===== src/cse_pkg.sv =====
package cse_pkg;

    // buffer position counter width
    localparam int POS_W = 16;
    // width used to compare the counter against the capacity register
    localparam int LIM_W = (POS_W > 16) ? POS_W : 16;

    // descriptor queue depth
    localparam int Q_DEPTH = 2;
    localparam int Q_PTR_W = (Q_DEPTH > 1) ? $clog2(Q_DEPTH) : 1;
    localparam int Q_CNT_W = $clog2(Q_DEPTH + 1);

    // command codes
    localparam logic [3:0] CMD_UINT    = 4'd0;
    localparam logic [3:0] CMD_INT     = 4'd1;
    localparam logic [3:0] CMD_BYTES   = 4'd2;
    localparam logic [3:0] CMD_TEXT    = 4'd3;
    localparam logic [3:0] CMD_ARRAY   = 4'd4;
    localparam logic [3:0] CMD_MAP     = 4'd5;
    localparam logic [3:0] CMD_FLOAT   = 4'd6;
    localparam logic [3:0] CMD_BOOL    = 4'd7;
    localparam logic [3:0] CMD_NULL    = 4'd8;
    localparam logic [3:0] CMD_PAYLOAD = 4'd9;
    localparam logic [3:0] CMD_RESTART = 4'd10;

    // head encoding constants
    localparam logic [2:0] MT_MASK       = 3'h7;
    localparam logic [4:0] AI_MAX_INLINE = 5'd23;
    localparam logic [4:0] AI_ONE        = 5'd24;
    localparam logic [4:0] AI_TWO        = 5'd25;
    localparam logic [4:0] AI_FOUR       = 5'd26;
    localparam logic [4:0] AI_EIGHT      = 5'd27;

    localparam logic [7:0] SIMPLE_FLOAT32 = 8'hFA;
    localparam logic [7:0] SIMPLE_TRUE    = 8'hF5;
    localparam logic [7:0] SIMPLE_FALSE   = 8'hF4;
    localparam logic [7:0] SIMPLE_NULL    = 8'hF6;

    // one classified command: head byte plus big-endian argument bytes
    typedef struct packed {
        logic        restart;
        logic [7:0]  head;
        logic [63:0] arg;
        logic [3:0]  nargs;
    } desc_t;

endpackage


===== src/cse_front.sv =====
module cse_front (
    input  logic          s_tvalid,
    output logic          s_tready,
    // value [63:0], signed_value [127:64], payload_byte [135:128]
    input  logic [135:0]  s_tdata,
    // cmd [3:0]
    input  logic [3:0]    s_tuser,
    input  logic          q_full,
    output logic          q_push,
    output cse_pkg::desc_t q_desc
);

    logic [3:0]         cmd;
    logic [63:0]        value;
    logic signed [63:0] signed_value;
    logic [7:0]         payload_byte;
    logic [2:0]         major;
    logic [63:0]        arg;
    logic               known;

    assign cmd          = s_tuser;
    assign value        = s_tdata[63:0];
    assign signed_value = s_tdata[127:64];
    assign payload_byte = s_tdata[135:128];

    // word accepted whenever the queue has room
    assign s_tready = !q_full;
    assign q_push   = s_tvalid && s_tready && known;

    // major type and argument for head commands
    always_comb begin
        if (cmd == cse_pkg::CMD_INT) begin
            if (signed_value[63]) begin
                major = 3'd1;
                arg   = ~signed_value;
            end else begin
                major = 3'd0;
                arg   = signed_value;
            end
        end else begin
            major = cmd[2:0] & cse_pkg::MT_MASK;
            arg   = value;
        end
    end

    // classify the command into a descriptor
    always_comb begin
        q_desc = '0;
        known  = 1'b1;
        case (cmd)
            cse_pkg::CMD_UINT, cse_pkg::CMD_INT, cse_pkg::CMD_BYTES,
            cse_pkg::CMD_TEXT, cse_pkg::CMD_ARRAY, cse_pkg::CMD_MAP: begin
                q_desc.arg = arg;
                if (arg <= 64'(cse_pkg::AI_MAX_INLINE)) begin
                    q_desc.head  = {major, arg[4:0]};
                    q_desc.nargs = 4'd0;
                end else if (arg <= 64'hFF) begin
                    q_desc.head  = {major, cse_pkg::AI_ONE};
                    q_desc.nargs = 4'd1;
                end else if (arg <= 64'hFFFF) begin
                    q_desc.head  = {major, cse_pkg::AI_TWO};
                    q_desc.nargs = 4'd2;
                end else if (arg <= 64'hFFFF_FFFF) begin
                    q_desc.head  = {major, cse_pkg::AI_FOUR};
                    q_desc.nargs = 4'd4;
                end else begin
                    q_desc.head  = {major, cse_pkg::AI_EIGHT};
                    q_desc.nargs = 4'd8;
                end
            end
            cse_pkg::CMD_FLOAT: begin
                q_desc.head  = cse_pkg::SIMPLE_FLOAT32;
                q_desc.arg   = {32'd0, value[31:0]};
                q_desc.nargs = 4'd4;
            end
            cse_pkg::CMD_BOOL: begin
                q_desc.head = value[0] ? cse_pkg::SIMPLE_TRUE : cse_pkg::SIMPLE_FALSE;
            end
            cse_pkg::CMD_NULL: begin
                q_desc.head = cse_pkg::SIMPLE_NULL;
            end
            cse_pkg::CMD_PAYLOAD: begin
                q_desc.head = payload_byte;
            end
            cse_pkg::CMD_RESTART: begin
                q_desc.restart = 1'b1;
            end
            default: begin
                known = 1'b0;
            end
        endcase
    end

endmodule


===== src/cse_queue.sv =====
module cse_queue (
    input  logic           aclk,
    input  logic           aresetn,
    input  logic           push,
    input  cse_pkg::desc_t push_desc,
    input  logic           pop,
    output logic           full,
    output logic           empty,
    output cse_pkg::desc_t head_desc
);

    cse_pkg::desc_t                entry_reg [cse_pkg::Q_DEPTH];
    logic [cse_pkg::Q_PTR_W-1:0]   wr_ptr_reg, wr_ptr_next;
    logic [cse_pkg::Q_PTR_W-1:0]   rd_ptr_reg, rd_ptr_next;
    logic [cse_pkg::Q_CNT_W-1:0]   count_reg, count_next;
    logic                          do_push, do_pop;

    assign full      = (count_reg == cse_pkg::Q_CNT_W'(cse_pkg::Q_DEPTH));
    assign empty     = (count_reg == '0);
    assign head_desc = entry_reg[rd_ptr_reg];
    assign do_push   = push && !full;
    assign do_pop    = pop && !empty;

    // pointer and fill count update
    always_comb begin
        wr_ptr_next = wr_ptr_reg;
        rd_ptr_next = rd_ptr_reg;
        count_next  = count_reg;
        if (do_push) begin
            if (wr_ptr_reg == cse_pkg::Q_PTR_W'(cse_pkg::Q_DEPTH - 1)) begin
                wr_ptr_next = '0;
            end else begin
                wr_ptr_next = wr_ptr_reg + 1'b1;
            end
        end
        if (do_pop) begin
            if (rd_ptr_reg == cse_pkg::Q_PTR_W'(cse_pkg::Q_DEPTH - 1)) begin
                rd_ptr_next = '0;
            end else begin
                rd_ptr_next = rd_ptr_reg + 1'b1;
            end
        end
        if (do_push && !do_pop) begin
            count_next = count_reg + 1'b1;
        end else if (do_pop && !do_push) begin
            count_next = count_reg - 1'b1;
        end
    end

    always_ff @(posedge aclk) begin
        if (!aresetn) begin
            wr_ptr_reg <= '0;
            rd_ptr_reg <= '0;
            count_reg  <= '0;
        end else begin
            wr_ptr_reg <= wr_ptr_next;
            rd_ptr_reg <= rd_ptr_next;
            count_reg  <= count_next;
        end
    end

    // entry storage, no reset
    always_ff @(posedge aclk) begin
        if (do_push) begin
            entry_reg[wr_ptr_reg] <= push_desc;
        end
    end

endmodule


===== src/cse_back.sv =====
module cse_back (
    input  logic           aclk,
    input  logic           aresetn,
    input  logic [15:0]    capacity,
    input  logic           q_empty,
    input  cse_pkg::desc_t q_head,
    output logic           q_pop,
    output logic           m_tvalid,
    input  logic           m_tready,
    // out_byte [7:0], write_index [23:8], accepted [24], overflow [25], zero [31:26]
    output logic [31:0]    m_tdata,
    output logic           m_tlast
);

    localparam int LIM_W = cse_pkg::LIM_W;

    logic [cse_pkg::POS_W-1:0] count_reg, count_next;
    logic                      ovf_reg, ovf_next;
    logic [3:0]                pos_reg, pos_next;
    logic                      valid_reg, valid_next;
    logic [7:0]                byte_reg, byte_next;
    logic [15:0]               index_reg, index_next;
    logic                      ok_reg, ok_next;
    logic                      ovf_out_reg;
    logic                      last_reg, last_next;

    logic                      slot_free;
    logic                      fire;
    logic [LIM_W-1:0]          cap_ext, pmax_ext, limit, cnt_ext;
    logic [2:0]                lane_sel;
    logic                      room;

    assign slot_free = !valid_reg || m_tready;
    assign fire      = !q_empty && (q_head.restart || slot_free);

    // effective limit is the smaller of capacity and the counter range
    assign cap_ext  = LIM_W'(capacity);
    assign pmax_ext = LIM_W'({cse_pkg::POS_W{1'b1}});
    assign limit    = (cap_ext > pmax_ext) ? pmax_ext : cap_ext;
    assign cnt_ext  = LIM_W'(count_reg);
    assign room     = cnt_ext < limit;

    // argument byte lane, most significant first
    assign lane_sel = 3'(q_head.nargs - pos_reg);

    // byte sequencing and buffer accounting
    always_comb begin
        count_next = count_reg;
        ovf_next   = ovf_reg;
        pos_next   = pos_reg;
        valid_next = valid_reg && !m_tready;
        byte_next  = byte_reg;
        index_next = index_reg;
        ok_next    = ok_reg;
        last_next  = last_reg;
        q_pop      = 1'b0;
        if (fire) begin
            if (q_head.restart) begin
                count_next = '0;
                ovf_next   = 1'b0;
                pos_next   = 4'd0;
                q_pop      = 1'b1;
            end else begin
                valid_next = 1'b1;
                if (pos_reg == 4'd0) begin
                    byte_next = q_head.head;
                end else begin
                    byte_next = q_head.arg[{lane_sel, 3'b000} +: 8];
                end
                index_next = 16'd0;
                ok_next    = 1'b0;
                if (!ovf_reg) begin
                    if (room) begin
                        index_next = cnt_ext[15:0];
                        ok_next    = 1'b1;
                        count_next = count_reg + 1'b1;
                    end else begin
                        ovf_next = 1'b1;
                    end
                end
                last_next = (pos_reg == q_head.nargs);
                if (pos_reg == q_head.nargs) begin
                    pos_next = 4'd0;
                    q_pop    = 1'b1;
                end else begin
                    pos_next = pos_reg + 4'd1;
                end
            end
        end
    end

    always_ff @(posedge aclk) begin
        if (!aresetn) begin
            count_reg <= '0;
            ovf_reg   <= 1'b0;
            pos_reg   <= 4'd0;
            valid_reg <= 1'b0;
        end else begin
            count_reg <= count_next;
            ovf_reg   <= ovf_next;
            pos_reg   <= pos_next;
            valid_reg <= valid_next;
        end
    end

    // output word payload
    always_ff @(posedge aclk) begin
        byte_reg    <= byte_next;
        index_reg   <= index_next;
        ok_reg      <= ok_next;
        last_reg    <= last_next;
        if (fire && !q_head.restart) begin
            ovf_out_reg <= ovf_next;
        end
    end

    assign m_tvalid = valid_reg;
    assign m_tdata  = {6'd0, ovf_out_reg, ok_reg, index_reg, byte_reg};
    assign m_tlast  = last_reg;

endmodule


===== src/cbor_stream_encoder.sv =====
// an accepted command is queued as a descriptor; the back end registers each output byte
// throughput: one byte per cycle unless m_tready stalls; each command's bytes go out in turn
// input stalls only while the two-entry descriptor queue is full
// reset: synchronous, active-low aresetn clears the queue, byte counter,
// overflow flag and output valid; capacity returns to 1024
module cbor_stream_encoder (
    input  logic         aclk,
    input  logic         aresetn,
    input  logic         s_tvalid,
    output logic         s_tready,
    // value [63:0], signed_value [127:64], payload_byte [135:128]
    input  logic [135:0] s_tdata,
    // cmd [3:0]
    input  logic [3:0]   s_tuser,
    output logic         m_tvalid,
    input  logic         m_tready,
    // out_byte [7:0], write_index [23:8], accepted [24], overflow [25], zero [31:26]
    output logic [31:0]  m_tdata,
    output logic         m_tlast,
    input  logic         cfg_valid,
    output logic         cfg_ready,
    // capacity [15:0]
    input  logic [15:0]  cfg_data
);

    logic [15:0]    capacity_reg;
    logic           q_full, q_empty, q_push, q_pop;
    cse_pkg::desc_t push_desc, head_desc;

    // capacity register write
    assign cfg_ready = 1'b1;
    always_ff @(posedge aclk) begin
        if (!aresetn) begin
            capacity_reg <= 16'd1024;
        end else if (cfg_valid && cfg_ready) begin
            capacity_reg <= cfg_data;
        end
    end

    cse_front u_front (
        .s_tvalid (s_tvalid),
        .s_tready (s_tready),
        .s_tdata  (s_tdata),
        .s_tuser  (s_tuser),
        .q_full   (q_full),
        .q_push   (q_push),
        .q_desc   (push_desc)
    );

    cse_queue u_queue (
        .aclk      (aclk),
        .aresetn   (aresetn),
        .push      (q_push),
        .push_desc (push_desc),
        .pop       (q_pop),
        .full      (q_full),
        .empty     (q_empty),
        .head_desc (head_desc)
    );

    cse_back u_back (
        .aclk     (aclk),
        .aresetn  (aresetn),
        .capacity (capacity_reg),
        .q_empty  (q_empty),
        .q_head   (head_desc),
        .q_pop    (q_pop),
        .m_tvalid (m_tvalid),
        .m_tready (m_tready),
        .m_tdata  (m_tdata),
        .m_tlast  (m_tlast)
    );

endmodule


===== config.mk =====
export PLATFORM = sky130hd
export DESIGN_NAME = cbor_stream_encoder
export DESIGN_NICKNAME = d
export VERILOG_FILES = /design/src/cse_pkg.sv /design/src/cse_front.sv /design/src/cse_queue.sv /design/src/cse_back.sv /design/src/cbor_stream_encoder.sv
export SDC_FILE = /design/constraint.sdc
export NUM_CORES = 1
export LEC_CHECK = 0
export BUFFER_PORTS_ARGS = -buffer_cell sky130_fd_sc_hd__buf_2
export CAP_MARGIN = 30
export CORE_MARGIN = 2
export CORE_UTILIZATION = 40
export DETAILED_ROUTE_END_ITERATION = 8
export PLACE_DENSITY = 0.7
export RECOVER_POWER = 100
export SLEW_MARGIN = 15
export SYNTH_ARGS = -nofsm -noshare
export SYNTH_HDL_FRONTEND = slang
export SYNTH_SLANG_ARGS = --single-unit

===== constraint.sdc =====
create_clock -name aclk -period 6.8 [get_ports aclk]
set_input_delay 0.68 -clock aclk [delete_from_list [all_inputs] [get_ports aclk]]
set_output_delay 0.68 -clock aclk [all_outputs]
set_load 0.05 [all_outputs]

==> run metrics, run 1 <==
status finished with violations; failing checks capacitance limit, slew limit; Achievable Freq 198 MHz; number of port buffers 189; latest clock arrival within the worst-skew pair 0.53 ns; Startpoint Class primary input; Yosys top cell area share 47.4%; YS warnings 0; initial drt markers 569; post-layout instance area 13500 sq um; delay-heaviest family, CP buffers and inverters; CTS tree done; number of global-route vias before repair 7981; reg-to-reg endpoint u_queue.entry_reg[1][71]$_DFFE_PP_; routed len/inst 18.7 um; CP Capture Type register; first-pass GRT wire length 44.2 mm; Hold Crit Class primary input to register; I/O pin count 197; Hold-fix buffers, CTS 0; Max VDD drop 0.207 mV; Antenna Nets Post-Route 0; fin nets 1293; drt pass-1 iters 5; Final Skew 0.00805 ns; Syn Std Cell Area 11500 sq um; CTS resizes 0; Die ar. 30100 sq um; Placeable Area 28500 sq um; CP most frequent cell nand4_1; vias 8215; max cap viols 6; Worst Path Buf+Inv 2; Layout area overhead 17.4%; crit-path max cell delay 1.95 ns; Final Max Tran Viols 253; Placed Area 12800 sq um; largest net degree at the start of global routing 72; row count 62; R2R Setup Slk 2.07 ns; final hold violation count 0; Final Power 4.56 mW; DIE HEIGHT 173 um; max_slew headroom -124%; Worst EP required 7.11 ns; Mapped Cells 938; leading area contributor after synthesis edfxtp_1; leakage power 4.80 nW; Clock Tree Buf Depth 3; number of antenna violations at the first check in global routing 0; setup TNS 0 ns; gr ovfl total 0; Root Driver clkbuf_16; CTS buffer count 25; flops & latches, synth 224; CP arrival 5.37 ns; Crit-path slowest cell clkbuf_1; worst-path fanout max 50; CP Cell Sequence clkbuf_1 -> buf_4 -> nand4_1 -> mux2i_1 -> nand4_1 -> o21ai_0 -> nand2_1 -> nor4_1; die width 173 um; Power per Cell Area 339 nW/um^2; setup violators final 0; Distinct cells, synth 69; Final min period 5.06 ns; setup bufs post-CTS 0; Tcrit/Tclk final 74.4%; Crit Path Category primary input to register; Clock Sinks 224; via density per instance 5.43; synth top area cells edfxtp_1 (47%), dfxtp_1 (7.5%), mux4_2 (6.3%); Async S/R FF share, synth 0%; share of layout cells above drive strength 1 21.3%; worst hold stages 3; sequential share of the synthesized area 54.9%; DP HPWL 20.8 mm; actual slew at the worst max-slew pin 3.36 ns; worst reg2reg path startpoint u_queue.count_reg[0]$_SDFFE_PN0P_; GRT Resource Usage Total 18.6%; number of synthesized flops with an enable pin 181; max reg flops 154; Initial Utilization 40.3%; R2R cell count 6; Residual DRC 0; ys flop type edfxtp_1; Reg clk slew, reported paths 0.06 ns; RSZ-0062 raised after global routing no; HP Start cfg_data[10]; CTS HTree Levels 1; Routed WL 28.3 mm; syn avg cell area 12.2 sq um; hold endpoint capacity_reg[10]$_SDFFE_PN1P_; RD Place Congestion 0.868
area by class of cell:
| cell class | count | area, sq um |
|---|---|---|
| clock buffer | 35 | 714 |
| sequential | 224 | 6300 |
| clock inverter | 10 | 114 |
| fill | 2554 | 15000 |
| multi-input combinational | 631 | 4780 |
| inverter | 25 | 93.8 |
| timing repair buffer | 203 | 988 |
| tap | 384 | 480 |
| antenna | 1 | 2.50 |
per-layer routing:
layer,up-vias,share of wire (%),global-route usage (%)
met2,330,49,31.8
met5,-,0,0
met1,3952,43,24.8
li1,3890,-,-
met3,43,6.3,2.96
met4,0,2.1,4.27
Yosys cell counts, types with 24 or more instances:
master	instances
nor2_1	55
dfxtp_1	43
inv_1	24
edfxtp_1	181
o21ai_0	50
a21oi_1	36
and2_1	24
mux4_2	32
mux2i_1	56
nand2_1	58
xnor2_1	64
a211oi_1	32
nor2b_1	25
clkbuf_1	33
tightest hold or removal path: cells and delay by family:
kind                   cells  cell delay [ns]
buffers and inverters      1             0.08
AO/OA/AOI/OAI              1             0.07
AND/OR/NAND/NOR            1             0.05
power breakdown:
part           internal, mW  switching (mW)
Combinational         0.510           0.897
Sequential             1.73          0.0827
Clock                 0.811           0.536
Total                  3.05            1.52
kinds of logic after synthesis:
kind of cell	share of synthesized area, %
buf+inv	3.51
mux	11.4
flops	54.9
simple gates	12.6
xor+xnor	5.55
fa+ha+maj	2.46
compound gates	9.63
other cells	0.0654
worst max path at each step:
stage,startpoint,cells after the start,end,slack (ns)
6_report,s_tdata[127],8,u_queue.entry_reg[0][0]$_DFFE_PP_,1.74
5_1_grt,s_tuser[1],8,u_queue.entry_reg[1][62]$_DFFE_PP_,1.46
4_1_cts,register,11,u_queue.count_reg[1]$_SDFFE_PN0P_,2.88
3_5_place_dp,register,11,u_queue.count_reg[1]$_SDFFE_PN0P_,2.90
3_3_place_gp,register,7,u_back.byte_reg[3]$_DFFE_PP_,2.99
2_1_floorplan,s_tuser[2],5,u_queue.entry_reg[0][0]$_DFFE_PP_,1.84
through the flow:
step / hold WS, ns / worst slack [ns] / cells / utilization (%)
6_report: 0.390 / 1.74 / 1513 / 47.3
5_1_grt: 0.395 / 1.46 / 1512 / 47.3
4_1_cts: 0.379 / 2.88 / 1512 / 47.9
3_5_place_dp: 0.493 / 2.90 / 1467 / 45.0
3_3_place_gp: 0.481 / 2.99 / 1462 / 44.6
2_1_floorplan: 0.461 / 1.84 / 943 / -
cells in the final DEF (no fill, tap or decap), types with 23 or more instances in the layout:
| cell type | count |
|---|---|
| buf_2 | 157 |
| nand4_1 | 23 |
| xnor2_1 | 64 |
| inv_1 | 25 |
| a211oi_1 | 32 |
| mux2i_1 | 56 |
| nor2_1 | 54 |
| clkbuf_16 | 26 |
| dfxtp_1 | 43 |
| mux4_2 | 32 |
| clkbuf_1 | 45 |
| edfxtp_1 | 181 |
| nand2_1 | 58 |
| a21oi_1 | 36 |
| o21ai_0 | 53 |
| nor2b_1 | 25 |
Note: power is estimated with default switching activity, not from simulation.
==> inputs of run 2 (changes only) <==
Clock period 6.8 ns to 5.02 ns, I/O delays scaled along.
==> run metrics, run 2 (synthesized netlist as in run 1, its figures left out) <==
largest net degree at the start of global routing 78 (was 72); Worst EP required 5.16 ns (was 7.11 ns); CP Capture Type register (unchanged); failing checks capacitance limit, slew limit (unchanged); number of port buffers 189 (unchanged); Final min period 3.82 ns; routed len/inst 18.7 um (about the same); most frequent cells in the layout edfxtp_1 (181), buf_2 (158), xnor2_1 (64) (was edfxtp_1 (181), buf_2 (157), xnor2_1 (64)); latest clock arrival within the worst-skew pair 0.53 ns (about the same); Layout area overhead 17.3% (was 17.4%); R2R Setup Slk 1.20 ns (was 2.07 ns); initial drt markers 696 (was 569); Final Max Tran Viols 251 (was 253); DIE HEIGHT 173 um (unchanged); Placeable Area 28500 sq um (unchanged); first-pass GRT wire length 43.3 mm (was 44.2 mm); met2 Usage GRT 30.1% (was 31.8%); GRT Resource Usage Total 18.3% (was 18.6%); Root Driver clkbuf_16 (unchanged); status finished with violations (unchanged); Max VDD drop 0.342 mV (was 0.207 mV); CTS HTree Levels 1 (unchanged); final hold violation count 0 (unchanged); worst-path fanout max 53 (was 50); most common cell after layout, fill and taps aside edfxtp_1 (unchanged); Final Power 6.19 mW (was 4.56 mW); RSZ-0062 raised after global routing no (unchanged); CTS tree done (unchanged); Clock Sinks 224 (unchanged); worst reg2reg path startpoint u_queue.count_reg[0]$_SDFFE_PN0P_ (unchanged); Power per Cell Area 460 nW/um^2 (was 339 nW/um^2); via density per instance 5.44 (was 5.43); drt pass-1 iters 5 (unchanged); I/O pin count 197 (unchanged); CP arrival 3.96 ns (was 5.37 ns); leakage power 4.80 nW (about the same); Crit Path Category register to register (was primary input to register); die width 173 um (unchanged); global-route met3 utilization 3.20% (was 2.96%); number of antenna violations at the first check in global routing 0 (unchanged); RD Place Congestion 0.855 (was 0.868); Critical Path End u_queue.entry_reg[1][3]$_DFFE_PP_ (was u_queue.entry_reg[0][0]$_DFFE_PP_); setup violators final 0 (unchanged); Worst setup startpoint u_queue.count_reg[0]$_SDFFE_PN0P_ (was s_tdata[127]); Final Skew 0.0119 ns (was 0.00805 ns); CTS buffer count 25 (unchanged); Residual DRC 0 (unchanged); Fillers 2568 (was 2554); DP HPWL 20.7 mm (was 20.8 mm); max_slew headroom -80.4% (was -124%); actual slew at the worst max-slew pin 2.71 ns (was 3.36 ns); fin nets 1293 (unchanged); Startpoint Class register (was primary input); n_diodes 0 (was 1); max reg flops 154 (unchanged); Achievable Freq 261 MHz; most used routing layer in global routing met2 (unchanged); Initial Utilization 40.3% (unchanged); Reg clk slew, reported paths 0.06 ns (about the same); Die ar. 30100 sq um (unchanged); Routed WL 28.3 mm (about the same); Hold-fix buffers, CTS 0 (unchanged); setup TNS 0 ns (unchanged); gr ovfl total 0 (unchanged); Antenna Nets Post-Route 0 (unchanged); Multi-input gate area 4790 sq um (was 4780 sq um); row count 62 (unchanged); reg-to-reg endpoint u_queue.entry_reg[1][3]$_DFFE_PP_ (was u_queue.entry_reg[1][71]$_DFFE_PP_); Clock Tree Buf Depth 3 (unchanged); vias 8231 (was 8215); Tcrit/Tclk final 76.2%; Hold Crit Class primary input to register (unchanged); R2R cell count 5 (was 6); max cap viols 6 (unchanged); CTS resizes 0 (unchanged); setup bufs post-CTS 0 (unchanged); FF+latch area 6300 sq um (unchanged); share of layout cells above drive strength 1 21.6% (was 21.3%); number of global-route vias before repair 7791 (was 7981); GR Util met1 24.4% (was 24.8%)
## run 2: changes by cell type in the layout (fill, tap and decap cells not counted), sizes merged
cell / previous run / this run
clkbuf: 74 / 69
clkinv: 6 / 11
buf: 164 / 163
bufinv: 2 / 3
clkinvlp: 0 / 1
diode: 1 / 0
inv: 27 / 26
## run 2: area by class of cell
cell class	instances	area share (%)
Inverter	25	0.697
Tap cell	384	3.57
Clock buffer	29	4.76
Multi-Input combinational cell	631	35.6
Timing Repair Buffer	203	7.35
Sequential cell	224	46.8
Clock inverter	16	1.27
## run 2: stage by stage
stage	std cells	setup WS (ns)	utilization (%)	hold slack [ns]	cell area [sq um]
finish	1512	1.20	47.3	0.231	13500
global route	1512	0.744	47.3	0.227	13500
CTS	1510	1.53	47.6	0.218	13600
detailed placement	1465	1.57	44.8	0.491	12800
global placement	1463	1.68	44.7	0.478	12700
floorplan	943	0.223	-	0.461	11500
## run 2: worst max-delay path, stage by stage, from the launching register on
cell and delay [ns]:
dfxtp_1 0.40, nand2b_1 0.18, nand3_1 0.18, inv_1 0.11
and2_0 1.28, clkbuf_2 1.23
## run 2: routing by layer
layer | up-vias | wire length, um
met5 | - | 0
met1 | 3935 | 12100
met4 | 0 | 1150
met2 | 344 | 13300
met3 | 73 | 1860
li1 | 3879 | -
## run 2: report_power, final
part           total (mW)  switching (mW)  internal [mW]  leakage (nW)
Sequential           2.46           0.130           2.33          2.06
Clock                1.81           0.742           1.07         0.399
Combinational        1.91            1.21          0.701          2.35
## run 2: worst min path at each step
stage                                      end  cells after the start                             from
6_report         capacity_reg[10]$_SDFFE_PN1P_                      3                     cfg_data[10]
5_1_grt          capacity_reg[10]$_SDFFE_PN1P_                      3                     cfg_data[10]
4_1_cts          capacity_reg[10]$_SDFFE_PN1P_                      3                     cfg_data[10]
3_5_place_dp     capacity_reg[10]$_SDFFE_PN1P_                      2    capacity_reg[10]$_SDFFE_PN1P_
3_3_place_gp   u_back.cnt_ext[15]$_SDFFE_PN0P_                      2  u_back.cnt_ext[15]$_SDFFE_PN0P_
2_1_floorplan    capacity_reg[10]$_SDFFE_PN1P_                      2    capacity_reg[10]$_SDFFE_PN1P_
